===== src/rtl/core/hne_pkg.sv =====
`default_nettype none
// ----------------------------------------------------------------------------
// hne_pkg
// Shared types and constants of the Hopfield network engine.
// ----------------------------------------------------------------------------
package hne_pkg;

    localparam int CMD_W      = 2;
    localparam int SPIN_W     = 64;
    localparam int CNT_W      = 20;
    localparam int EQ_W       = 8;
    localparam int STRENGTH_W = 20;
    localparam int STRENGTH_F = 16;
    localparam int CFG_IDX_W  = 2;
    localparam int CFG_DATA_W = 20;

    localparam logic [STRENGTH_W-1:0] STRENGTH_RESET = 20'd655;
    localparam logic [EQ_W-1:0]       EQ_RESET       = 8'd20;
    localparam logic [CNT_W-1:0]      LIMIT_RESET    = 20'd1000000;

    typedef enum logic [CMD_W-1:0] {
        CMD_CLEAR   = 2'd0,
        CMD_LEARN   = 2'd1,
        CMD_UNLEARN = 2'd2,
        CMD_RELAX   = 2'd3
    } t_cmd;

    typedef enum logic [CFG_IDX_W-1:0] {
        CFG_STRENGTH = 2'd0,
        CFG_EQ       = 2'd1,
        CFG_LIMIT    = 2'd2,
        CFG_NONE     = 2'd3
    } t_cfg_idx;

    typedef enum logic [1:0] {
        OP_ZERO  = 2'd0,
        OP_ADD   = 2'd1,
        OP_FIELD = 2'd2
    } t_op;

    typedef enum logic [2:0] {
        ST_INIT,
        ST_INIT_WAIT,
        ST_IDLE,
        ST_WALK,
        ST_CHECK,
        ST_SWEEP,
        ST_EVAL,
        ST_OUT
    } t_state;

    typedef struct packed {
        logic load;
        logic unlearn;
        logic walk;
        t_op  op;
        logic step;
        logic fold;
        logic fold_keep;
    } t_dp_cmd;

    typedef struct packed {
        logic done;
        logic same;
        logic back;
    } t_dp_stat;

endpackage
`default_nettype wire


===== src/rtl/core/hne_ctrl.sv =====
`default_nettype none
// ----------------------------------------------------------------------------
// hne_ctrl
// Command sequencer: configuration registers, sweep and convergence counting.
// ----------------------------------------------------------------------------
module hne_ctrl import hne_pkg::*; (
    input  wire                   i_clk,
    input  wire                   i_rst_n,
    input  wire                   i_in_valid,
    output logic                  o_in_ready,
    input  wire [CMD_W-1:0]       i_in_cmd,
    output logic                  o_out_valid,
    input  wire                   i_out_ready,
    input  wire                   i_cfg_valid,
    input  wire [CFG_IDX_W-1:0]   i_cfg_index,
    input  wire [CFG_DATA_W-1:0]  i_cfg_data,
    output t_dp_cmd               o_cmd,
    input  t_dp_stat              i_stat,
    output logic [STRENGTH_W-1:0] o_strength,
    output logic [CNT_W-1:0]      o_count,
    output logic                  o_hit,
    output logic                  o_relax
);

    t_state            r_state, n_state;
    t_cmd              r_cmd;
    logic [STRENGTH_W-1:0] r_strength;
    logic [EQ_W-1:0]   r_eq;
    logic [CNT_W-1:0]  r_limit;
    logic [CNT_W-1:0]  r_count;
    logic [EQ_W-1:0]   r_conv;
    logic              r_hit;
    logic              accept;
    logic              go_on;
    logic [CNT_W-1:0]  count_inc;

    assign accept    = i_in_valid && o_in_ready;
    assign go_on     = (r_conv < r_eq) && (r_count < r_limit);
    assign count_inc = r_count + CNT_W'(1);

    always_comb begin
        n_state = r_state;
        unique case (r_state)
            ST_INIT:      n_state = ST_INIT_WAIT;
            ST_INIT_WAIT: if (i_stat.done) n_state = ST_IDLE;
            ST_IDLE: begin
                if (i_in_valid) begin
                    n_state = (t_cmd'(i_in_cmd) == CMD_RELAX) ? ST_CHECK : ST_WALK;
                end
            end
            ST_WALK:      if (i_stat.done) n_state = ST_OUT;
            ST_CHECK:     n_state = go_on ? ST_SWEEP : ST_OUT;
            ST_SWEEP:     if (i_stat.done) n_state = ST_EVAL;
            ST_EVAL: begin
                if (!i_stat.same && i_stat.back) begin
                    n_state = ST_OUT;
                end else begin
                    n_state = ST_CHECK;
                end
            end
            ST_OUT:       if (i_out_ready) n_state = ST_IDLE;
            default:      n_state = ST_IDLE;
        endcase
    end

    always_comb begin
        o_cmd           = '0;
        o_cmd.op        = OP_ZERO;
        o_in_ready      = 1'b0;
        o_out_valid     = 1'b0;
        unique case (r_state)
            ST_INIT: o_cmd.walk = 1'b1;
            ST_IDLE: begin
                o_in_ready    = 1'b1;
                o_cmd.load    = i_in_valid;
                o_cmd.unlearn = (t_cmd'(i_in_cmd) == CMD_UNLEARN);
                o_cmd.walk    = i_in_valid && (t_cmd'(i_in_cmd) != CMD_RELAX);
                o_cmd.op      = (t_cmd'(i_in_cmd) == CMD_CLEAR) ? OP_ZERO : OP_ADD;
            end
            ST_CHECK: begin
                o_cmd.walk = go_on;
                o_cmd.op   = OP_FIELD;
            end
            ST_EVAL: begin
                o_cmd.step      = i_stat.same || !i_stat.back;
                o_cmd.fold      = !i_stat.same && i_stat.back;
                // parity of the sweeps left decides where the oscillation between two states ends
                o_cmd.fold_keep = r_limit[0] ^ count_inc[0];
            end
            ST_OUT:  o_out_valid = 1'b1;
            default: ;
        endcase
    end

    always_ff @(posedge i_clk) begin
        if (!i_rst_n) begin
            r_state    <= ST_INIT;
            r_cmd      <= CMD_CLEAR;
            r_strength <= STRENGTH_RESET;
            r_eq       <= EQ_RESET;
            r_limit    <= LIMIT_RESET;
            r_count    <= '0;
            r_conv     <= '0;
            r_hit      <= 1'b0;
        end else begin
            r_state <= n_state;
            if (i_cfg_valid) begin
                unique case (t_cfg_idx'(i_cfg_index))
                    CFG_STRENGTH: r_strength <= i_cfg_data;
                    CFG_EQ:       r_eq       <= i_cfg_data[EQ_W-1:0];
                    CFG_LIMIT:    r_limit    <= i_cfg_data;
                    default:      ;
                endcase
            end
            if (accept) begin
                r_cmd   <= t_cmd'(i_in_cmd);
                r_count <= '0;
                r_conv  <= '0;
                r_hit   <= 1'b0;
            end
            if (r_state == ST_CHECK && !go_on) begin
                r_hit <= (r_conv < r_eq);
            end
            if (r_state == ST_EVAL) begin
                if (i_stat.same) begin
                    r_count <= count_inc;
                    r_conv  <= r_conv + EQ_W'(1);
                end else if (i_stat.back) begin
                    r_count <= r_limit;
                    r_hit   <= 1'b1;
                end else begin
                    r_count <= count_inc;
                end
            end
        end
    end

    assign o_strength = r_strength;
    assign o_count    = r_count;
    assign o_hit      = r_hit;
    assign o_relax    = (r_cmd == CMD_RELAX);

endmodule
`default_nettype wire


===== config.mk =====
export PLATFORM = sky130hd
export DESIGN_NAME = hne_ctrl
export DESIGN_NICKNAME = d
export VERILOG_FILES = /design/src/rtl/core/hne_pkg.sv /design/src/rtl/core/hne_ctrl.sv
export SDC_FILE = /design/constraint.sdc
export NUM_CORES = 1
export LEC_CHECK = 0
export BUFFER_PORTS_ARGS = -buffer_cell sky130_fd_sc_hd__buf_2
export CAP_MARGIN = 10
export CORE_ASPECT_RATIO = 0.7
export CORE_MARGIN = 8
export CORE_UTILIZATION = 35
export CTS_CLUSTER_DIAMETER = 40
export DETAILED_ROUTE_END_ITERATION = 16
export SLEW_MARGIN = 20
export SYNTH_ARGS = -nofsm -noshare
export SYNTH_HDL_FRONTEND = slang
export SYNTH_SLANG_ARGS = --single-unit
export TNS_END_PERCENT = 100

===== constraint.sdc =====
create_clock -name i_clk -period 2.1 [get_ports i_clk]
set_input_delay 0.21 -clock i_clk [delete_from_list [all_inputs] [get_ports i_clk]]
set_output_delay 0.21 -clock i_clk [all_outputs]
set_load 0.02 [all_outputs]

# After elaboration in Yosys (flattened, before gate mapping)
# Index checks and enable logic that the tools add are counted.
[op_classes]
add_sub_neg = 2
reduce_logical = 17
eq_ne = 18
n_mux = 28
bitwise = 1
n_lt_le_gt_ge = 2
[op_table]
columns = ["operator", "count"]
rows = [
  ["two-way mux 20 bit", 4],
  ["two-way mux 8 bit", 3],
  ["case mux 3 bit (8 select lines)", 1],
  ["two-way mux 3 bit", 7],
  ["adder 20 x 1 -> 20 bit (second input constant)", 1],
  ["less-than comparator 20 bit", 1],
  ["equality test 3 bit (second input constant)", 4],
  ["!= test 2 bit (second input constant)", 6],
  ["adder 8 x 1 -> 8 bit (second input constant)", 1],
  ["equality test 2 bit (second input constant)", 4],
  ["less-than comparator 8 bit", 1],
  ["two-way mux 1 bit", 8],
  ["equality test 3 x 2 -> 1 bit (second input constant)", 2],
  ["two-way mux 2 bit", 3],
  ["AND reduction 2 bit", 3],
  ["logical AND 1 bit", 5],
  ["AND reduction 5 bit", 1],
  ["zero test 2 bit", 2],
  ["case mux 2 bit (2 select lines)", 1],
  ["equality test 3 x 1 -> 1 bit (second input constant)", 1],
  ["zero test 1 bit", 3],
  ["zero test 3 bit", 1],
  ["case mux 1 bit (3 select lines)", 1],
  ["equality test 2 x 1 -> 1 bit (second input constant)", 1],
  ["3 further kinds", 3],
]
[word_totals]
regBits = 82
out_inout_bits = 52

# Longest topological paths before layout
# Gate-level depths: netlist (run 1).
[logic_depth]
ltp_word = 8
ltp_mapped = 7

# Least setup slack after synthesis (run 1)
# OpenSTA, ideal clock, no wires.
[synth_path]
kind = "register -> output"
startpoint = "register r_count[17] (netlist: o_count[17])"
endpoint = "output port o_cmd[5] (netlist name)"
arrival_time_ns = 1.811
t_required_ns = 1.890
stages_incl_launch_ff = 7
setup_slack_ns = 0.079
path_cell_list = "dfxtp_1 -> ha_1 -> a211oi_1 -> nor2_1 -> nor4_1 -> and3_1 -> a21bo_2"
[synth_rtl]
columns = ["item", "line", "source"]
rows = [
  ["start: declaration", "hne_ctrl.sv:30", "logic [CNT_W-1:0] r_count;"],
  ["start signal: assignment", "hne_ctrl.sv:126", "r_count <= count_inc;"],
  ["start signal: assignment", "hne_ctrl.sv:129", "r_count <= r_limit;"],
  ["start signal: assignment", "hne_ctrl.sv:132", "r_count <= count_inc;"],
  ["end: declaration", "hne_ctrl.sv:17", "output t_dp_cmd o_cmd,"],
]

==> metrics.yaml, run 1 <==
run_status:
  outcome: "finished, violations left"
  failed_checks: "negative setup slack"
hold_path:
  hold_class: "primary input to flip-flop"
yosys:
  synth_edf_count: 0
  synth_nets: 594
  syn_area_sq_um: 4273
  synth-seq-cells: 82
  synth_top_cell_by_area: "dfxtp_1"
  yosysUniqueCellTypes: 57
  synth_area_leaders: "dfxtp_1 (38%), nand2_1 (8.9%), ha_1 (8.5%)"
  yosys_warnings: 0
  synthCells: 533
  syn_area_per_cell_sq_um: 8.017
  netlist.area_leader.share: 0.3842
  ys_async_sr_fraction: 0
  ys_seq_area_frac: 0.3842
  synth_ff_type: "dfxtp_1"
routing:
  top_layer_used: "met5"
  drt_iter0_drc: 294
  dr.pass1.iters: 7
  drt-met1-wl_um: 6758
  via_per_inst: 5.417
  ant_nets: 0
  vias: 4328
  routed_wl_um: 13650
  route.met2.wl_um: 5702
  drcViolationCount: 0
  routedWlPerCell_um: 17.09
  met3_length_um: 983
power:
  static-leakage-power_nw: 2.406
  p_int_w: 0.002855
  combinationalPowerShare: 0.122
  sequentialPowerShare: 0.432
  peakVddDrop_mv: 0.4218
  p_sw_w: 0.0009679
  fin_total_pwr_w: 0.003823
  swShare: 0.2532
  power.density_nw_per_um2: 705.7
  clkPwrFrac: 0.446
clocking:
  cts_root_buf: "clkbuf_16"
  clk_pin_slew_ns: 0.06
  htreeDepth: 3
  cts_buffers: 9
  cts_tree: "yes"
  cts_buffer_depth: 2
  cts_sinks: 82
  clock_latency_ns: 0.34
cells_and_area:
  fillers: 1205
  drive_gt1_frac: 0.2492
  syn2layout_area_growth_pct: 26.79
  fin_nets: 699
  n_antenna_cell: 0
  fin_area_sq_um: 5418
timing:
  tightestPinTransition_ns: 0.6587
  fin_crit_ns: 2.430
  max_freq_mhz: 411.5
  grt_setup_unrepaired: "true"
  final.setup.worst_slack_ns: -0.3304
  finalClockSkew_ns: 0.007404
  slew_headroom: 0.5595
  fin_crit_sh: 1.157
  drv_slew: 0
  finalSetupViolCount: 1
  hold_violations: 0
placed_design:
  place_hpwl_um: 10190
  pre_cts_ws_ns: -0.06856
  gp_congestion: 0.8608
  io_buffers: 83
  place_area_sq_um: 5066
floorplanning:
  core_area_sq_um: 11810
  ios: 84
  initial_core_util: 0.3618
  die_area_sq_um: 16060
  die_h_um: 108.4
  rows: 33
  die_w_um: 148.1
grt:
  grt_max_degree: 28
  track_usage: 0.1712
  grt_antenna_before_repair: 1
  grt_pass1_vias: 4311
  grt_pass1_wl_um: 22260
  grt-ovfl-total: 0
worst_setup_path:
  ff2ff_setup_slack_ns: 0.25
  r2r-start: "o_count[1]"
  crit_type: "flip-flop to output pin"
  arrival_ns: 2.22
  cp-end-kind: "output pin"
  r2r_end: "o_count[10]"
  crit_start: "r_limit[4]"
  cp.required_ns: 1.89
  worstPathMaxFanout: 3
  cp-endpoint: "o_cmd[5]"
  rr_worst_depth: 7
  worst_setup_path_start_kind: "flip-flop"
run:
  drv_cap: 0
[cell usage in the layout, fill, tap and decap left out, drive strengths merged, types with 3 or more instances in the layout]
cell type  synthesis  final
a222oi             6      6
nor2              32     32
nor3              11     11
xor2               6      6
a31oi              3      3
inv               37     37
nand3b             4      4
mux2i              7      7
buf                8    123
and3b              3      3
o211ai            11     11
o22ai              5      5
ha                29     29
clkbuf            21     10
nand4             10     10
and4               5      5
xnor2              5      5
o21ai             14     14
nor2b              4      4
a21oi             52     52
and3               6      6
a22oi              9      9
clkinv             0      3
nand2            101    101
nand3             21     21
dfxtp             82     82
a211oi             5      5
and2               5      5
[synthesized netlist by cell type, types with 4 or more instances]
library cell / number
nand2_1: 101
dfxtp_1: 82
a21oi_1: 52
inv_1: 33
nor2_1: 32
ha_1: 29
clkbuf_1: 21
nand3_1: 21
nor3_1: 11
o211ai_1: 11
o21ai_0: 11
a22oi_1: 9
nand4_1: 9
mux2i_1: 7
a222oi_1: 6
and3_1: 6
xor2_1: 6
a211oi_1: 5
o22ai_1: 5
xnor2_1: 5
and2_1: 4
buf_2: 4
inv_2: 4
nand3b_1: 4
nor2b_1: 4
[area by class of cell]
class	instances	area, sq um	area share
clock buffers	10	239.0	0.04411
well taps	157	196.4	0.03626
inverters	37	138.9	0.02564
flip-flops and latches	82	1647	0.3039
multi-input cells	385	2387	0.4406
clock inverters	5	78.83	0.01455
repair buffers	123	730.7	0.1349
[flip-flops by register name, indices dropped and copies added, names as in the netlist]
register	count
o_count	20
o_hit	1
o_strength	20
r_cmd	2
r_conv	8
r_eq	8
r_limit	20
r_state	3
[worst min-delay path by stage]
stage          depth (start not counted)          to        start
2_1_floorplan                          1  r_state[2]  i_out_ready
4_1_cts                                2  r_state[2]  i_out_ready
6_report                               2  r_state[2]  i_out_ready
3_5_place_dp                           2  r_state[2]  i_out_ready
3_3_place_gp                           2  r_state[2]  i_out_ready
5_1_grt                                2  r_state[2]  i_out_ready
[stage by stage]
| step | TNS [ns] | utilization | hold slack (ns) | std cells |
|---|---|---|---|---|
| detailed placement | -0.06856 | 0.4290 | 0.4231 | 784 |
| global route | -0.4053 | 0.4588 | 0.06811 | 799 |
| global placement | -0.06970 | 0.4290 | 0.4132 | 784 |
| finish | -0.3304 | 0.4588 | 0.06596 | 799 |
| floorplan | 0 | - | 0.3086 | 533 |
| CTS | -0.2777 | 0.4586 | 0.06404 | 799 |
[worst max-delay path, stage by stage (launching register included)]
cell and delay (ns):
dfxtp_1 0.35, inv_1 0.06, ha_1 0.32, a211oi_2 0.28, a311oi_1 0.14, o41ai_2 0.28, buf_4 0.19, a21bo_2 0.13
buf_4 0.14
[routing by layer]
metal  vias up  GRT usage
met5         -          0
met4         2    0.04641
met3        19    0.04380
met2       152     0.2593
met1      2061     0.2369
li1       2094          -
[logic make-up (layout without fill, tap and decap cells)]
group	count (synthesis)	after routing	synth area share
XOR/XNOR	11	11	0.02255
adder cells (fa/ha/maj)	29	29	0.08492
multiplexers	7	7	0.01640
buffers and inverters	66	175	0.06442
flip-flops	82	82	0.3842
AND/OR/NAND/NOR	214	214	0.2419
AO/OA/AOI/OAI	124	124	0.1857
[power groups by stage]
stage | Clock (W) | Combinational [W] | Sequential [W]
6_report | 0.00171 | 0.000467 | 0.00165
5_1_grt | 0.00181 | 0.000515 | 0.00166
4_1_cts | 0.00174 | 0.000462 | 0.00165
2_1_floorplan | 0 | 0.000277 | 0.00168
3_3_place_gp | 0 | 0.000446 | 0.00168
3_5_place_dp | 0 | 0.000454 | 0.00168
[timing repair]
| action | 4_1_cts | 5_1_grt |
|---|---|---|
| pin swaps | 1 | 0 |
| hold endpoints to repair | 0 | 0 |
| resized for setup | 8 | 2 |
| gates cloned | 0 | 0 |
| setup buffers | 0 | 0 |
| hold buffers | 0 | 0 |
| setup endpoints to repair | 2 | 4 |
Note: power is estimated with default switching activity, not from simulation.
==> inputs of run 2 (changes only) <==
--- a/config.mk
+++ b/config.mk
@@ -5,6 +5,7 @@
 export SDC_FILE = /design/constraint.sdc
 export NUM_CORES = 1
 export LEC_CHECK = 0
+export ABC_AREA = 1
 export BUFFER_PORTS_ARGS = -buffer_cell sky130_fd_sc_hd__buf_2
 export CAP_MARGIN = 10
 export CORE_ASPECT_RATIO = 0.7
@@ -12,6 +13,7 @@
 export CORE_UTILIZATION = 35
 export CTS_CLUSTER_DIAMETER = 40
 export DETAILED_ROUTE_END_ITERATION = 16
+export SKIP_LAST_GASP = 1
 export SLEW_MARGIN = 20
 export SYNTH_ARGS = -nofsm -noshare
 export SYNTH_HDL_FRONTEND = slang
==> constraint.sdc (replaced) <==
create_clock -name i_clk -period 2.1 [get_ports i_clk]
set_input_delay 0.21 -clock i_clk [delete_from_list [all_inputs] [get_ports i_clk]]
set_output_delay 0.21 -clock i_clk [all_outputs]
set_load 0.1 [all_outputs]
==> metrics.yaml, run 2 <==
run_status:
  outcome: "finished, violations left"
  failed_checks: "negative setup slack"
power:
  peakVddDrop_mv: 0.5509  # +31%
  power.density_nw_per_um2: 794.8  # +13%
  static-leakage-power_nw: 2.728  # +13%
  fin_total_pwr_w: 0.004740  # +24%
clocking:
  cts_root_buf: "clkbuf_16"
  cts_tree: "yes"
  cts_buffers: 9  # unchanged
  cts_sinks: 82  # unchanged
  clk_pin_slew_ns: 0.06  # about the same
  hold_buffers: 0  # unchanged
  clock_latency_ns: 0.34  # about the same
  cts_buffer_depth: 2  # unchanged
  htreeDepth: 3  # unchanged
floorplanning:
  die_area_sq_um: 16850  # +5.0%
  core_area_sq_um: 12510  # +5.9%
  ios: 84  # unchanged
  initial_core_util: 0.3611  # -0.0006907
  rows: 34  # +3.0%
  die_h_um: 111.0  # +2.4%
  die_w_um: 151.8  # +2.5%
worst_setup_path:
  worstPathMaxFanout: 2  # -1
  cp.required_ns: 1.89  # about the same
  worst_setup_path_start_kind: "flip-flop"
  crit_type: "flip-flop to output pin"
  crit_family: "compound AO/OA/AOI/OAI gates"
  cp-end-kind: "output pin"
  crit_path_max_incr_delay_ns: 0.34  # about the same
  critPathBufInv: 2  # -1
  cpMaxStageDelayCell: "dfxtp_1"
  arrival_ns: 2.04  # -0.18 ns
  worstPathCellList: "inv_1, ha_1, a21oi_2, o21ai_2, a21oi_4, nand3_4, o31ai_4, buf_12"
yosys:
  synth_ff_type: "dfxtp_1"
  synth_area_leaders: "dfxtp_1 (36%), nand2_1 (10%), ha_1 (8.0%)"
  synth_most_common_cell: "nand2_1"
  ys_seq_area_frac: 0.3634  # -0.02075
  ys_async_sr_fraction: 0  # unchanged
  yosysUniqueCellTypes: 44  # -23%
  synthTopCellsByCount: "nand2_1 (121), inv_1 (94), dfxtp_1 (82)"
  synth_nets: 696  # +17%
  synth_top_cell_by_area: "dfxtp_1"
  syn_area_per_cell_sq_um: 7.113  # -11%
  syn_area_sq_um: 4517  # +5.7%
  yosys_warnings: 0  # unchanged
  synthCells: 635  # +19%
  synth-seq-cells: 82  # unchanged
  netlist.area_leader.share: 0.3634  # -0.02075
  synth_edf_count: 0  # unchanged
timing:
  hold_violations: 0  # unchanged
  drv_slew: 0  # unchanged
  grt_setup_unrepaired: "true"
  final.setup.worst_slack_ns: -0.1527  # +0.1777 ns
  slew_headroom: 0.5766  # +0.01702
  finalClockSkew_ns: 0.006472  # -0.0009313 ns
  tightestPinTransition_ns: 0.6345  # -0.02424 ns
  fin_crit_ns: 2.253  # -0.1777 ns
  max_freq_mhz: 443.9  # +7.9%
  finalSetupViolCount: 1  # unchanged
  setup_tns_ns: -0.1527  # +0.1777 ns
  fin_crit_sh: 1.073  # -0.08464
cells_and_area:
  n_antenna_cell: 0  # unchanged
  mostFrequentLayoutCell: "nand2_1"
  fin_area_sq_um: 5964  # +10%
  layout_common_cells: "nand2_1 (116), inv_1 (85), buf_2 (81)"
  syn2layout_area_growth_pct: 32.05
  fin_nets: 804  # +15%
  drive_gt1_frac: 0.3182  # +0.06896
run:
  drv_cap: 0  # unchanged
grt:
  track_usage: 0.1597  # -0.01150
  grt_pass1_wl_um: 21690  # -2.5%
  grt_antenna_before_repair: 0  # -1
  grt-ovfl-total: 0  # unchanged
  grt_max_degree: 59  # +110%
  grt_pass1_vias: 4133  # -4.1%
routing:
  drt_iter0_drc: 353  # +20%
  via_per_inst: 5.007  # -7.6%
  ant_nets: 0  # unchanged
  dr.pass1.iters: 5  # -2
  routed_wl_um: 13820  # +1.2%
  drcViolationCount: 0  # unchanged
  routedWlPerCell_um: 15.18  # -11%
  vias: 4556  # +5.3%
placed_design:
  place_area_sq_um: 5375  # +6.1%
  place_hpwl_um: 10600  # +4.0%
  gp_congestion: 0.8735  # +1.5%
  io_buffers: 83  # unchanged
hold_path:
  hold_class: "primary input to flip-flop"
-- run 2: per-stage QoR --
| step | hold WS (ns) | setup WS [ns] | instances | utilization |
|---|---|---|---|---|
| 2_1_floorplan | 0.3371 | -0.5420 | 635 | - |
| 3_3_place_gp | 0.4398 | 0.1057 | 890 | 0.4298 |
| 3_5_place_dp | 0.4429 | 0.04548 | 890 | 0.4298 |
| 4_1_cts | 0.1052 | -0.1353 | 909 | 0.4626 |
| 5_1_grt | 0.1223 | -0.2077 | 910 | 0.4769 |
| 6_report | 0.1090 | -0.1527 | 910 | 0.4769 |
-- run 2: final cells by class --
type                    count  area, sq um
inverters                 100        384.1
repair buffers            119        728.2
well taps                 162        202.7
multi-input cells         431         2653
clock buffers              11        242.7
clock inverters             5        62.56
fillers                  1229         6543
flip-flops and latches     82         1692
-- run 2: power breakdown --
part / total (W) / switching (W) / internal [W]
Clock: 0.00161 / 0.000648 / 0.000960
Combinational: 0.00141 / 0.00106 / 0.000355
Sequential: 0.00172 / 0.0000776 / 0.00164
Total: 0.00474 / 0.00178 / 0.00296
-- run 2: worst reg2reg max path, delay by kind of cell, from the launching register on --
| kind | cells | cell delay, ns |
|---|---|---|
| AO/OA/AOI/OAI | 2 | 0.33 |
| buffers and inverters | 3 | 0.40 |
| flip-flops | 1 | 0.44 |
| AND/OR/NAND/NOR | 3 | 0.61 |
-- run 2: final timing paths --
kind	from	to	slack (ns)	cells past startpoint
worst max-delay path	r_limit[1]	o_cmd[5]	-0.15	8
worst min register to register	r_eq[1]	r_eq[1]	0.45	2
worst max register to register	r_state[2]	o_count[19]	0.24	8
worst min-delay path	i_cfg_data[16]	r_limit[16]	0.11	3
-- run 2: what timing repair did --
| action | CTS | global route |
|---|---|---|
| cloned | 0 | 0 |
| pin swaps | 11 | 14 |
| resized for setup | 16 | 43 |
| endpoints found under the setup margin | 1 | 2 |
| buffers inserted | 3 | 1 |
-- run 2: logic make-up (layout without fill, tap and decap cells) --
logic type,count (synthesis),after routing,synth area share
buffers and inverters,122,235,0.1072
adders and majority gates,29,29,0.08033
muxes,1,1,0.002216
and+or+nand+nor,251,251,0.2568
AOI/OAI and AO/OA,148,148,0.1861
DFF,82,82,0.3634
xor gates and xnor gates,2,2,0.003879
-- run 2: layer usage --
| metal | global-route usage | vias to the layer above | share of wire |
|---|---|---|---|
| met4 | 0.02344 | 0 | 0.0088 |
| met2 | 0.2118 | 145 | 0.40 |
| met1 | 0.2450 | 2091 | 0.50 |
| li1 | - | 2310 | - |
| met5 | 0 | - | 0 |
| met3 | 0.05057 | 10 | 0.088 |
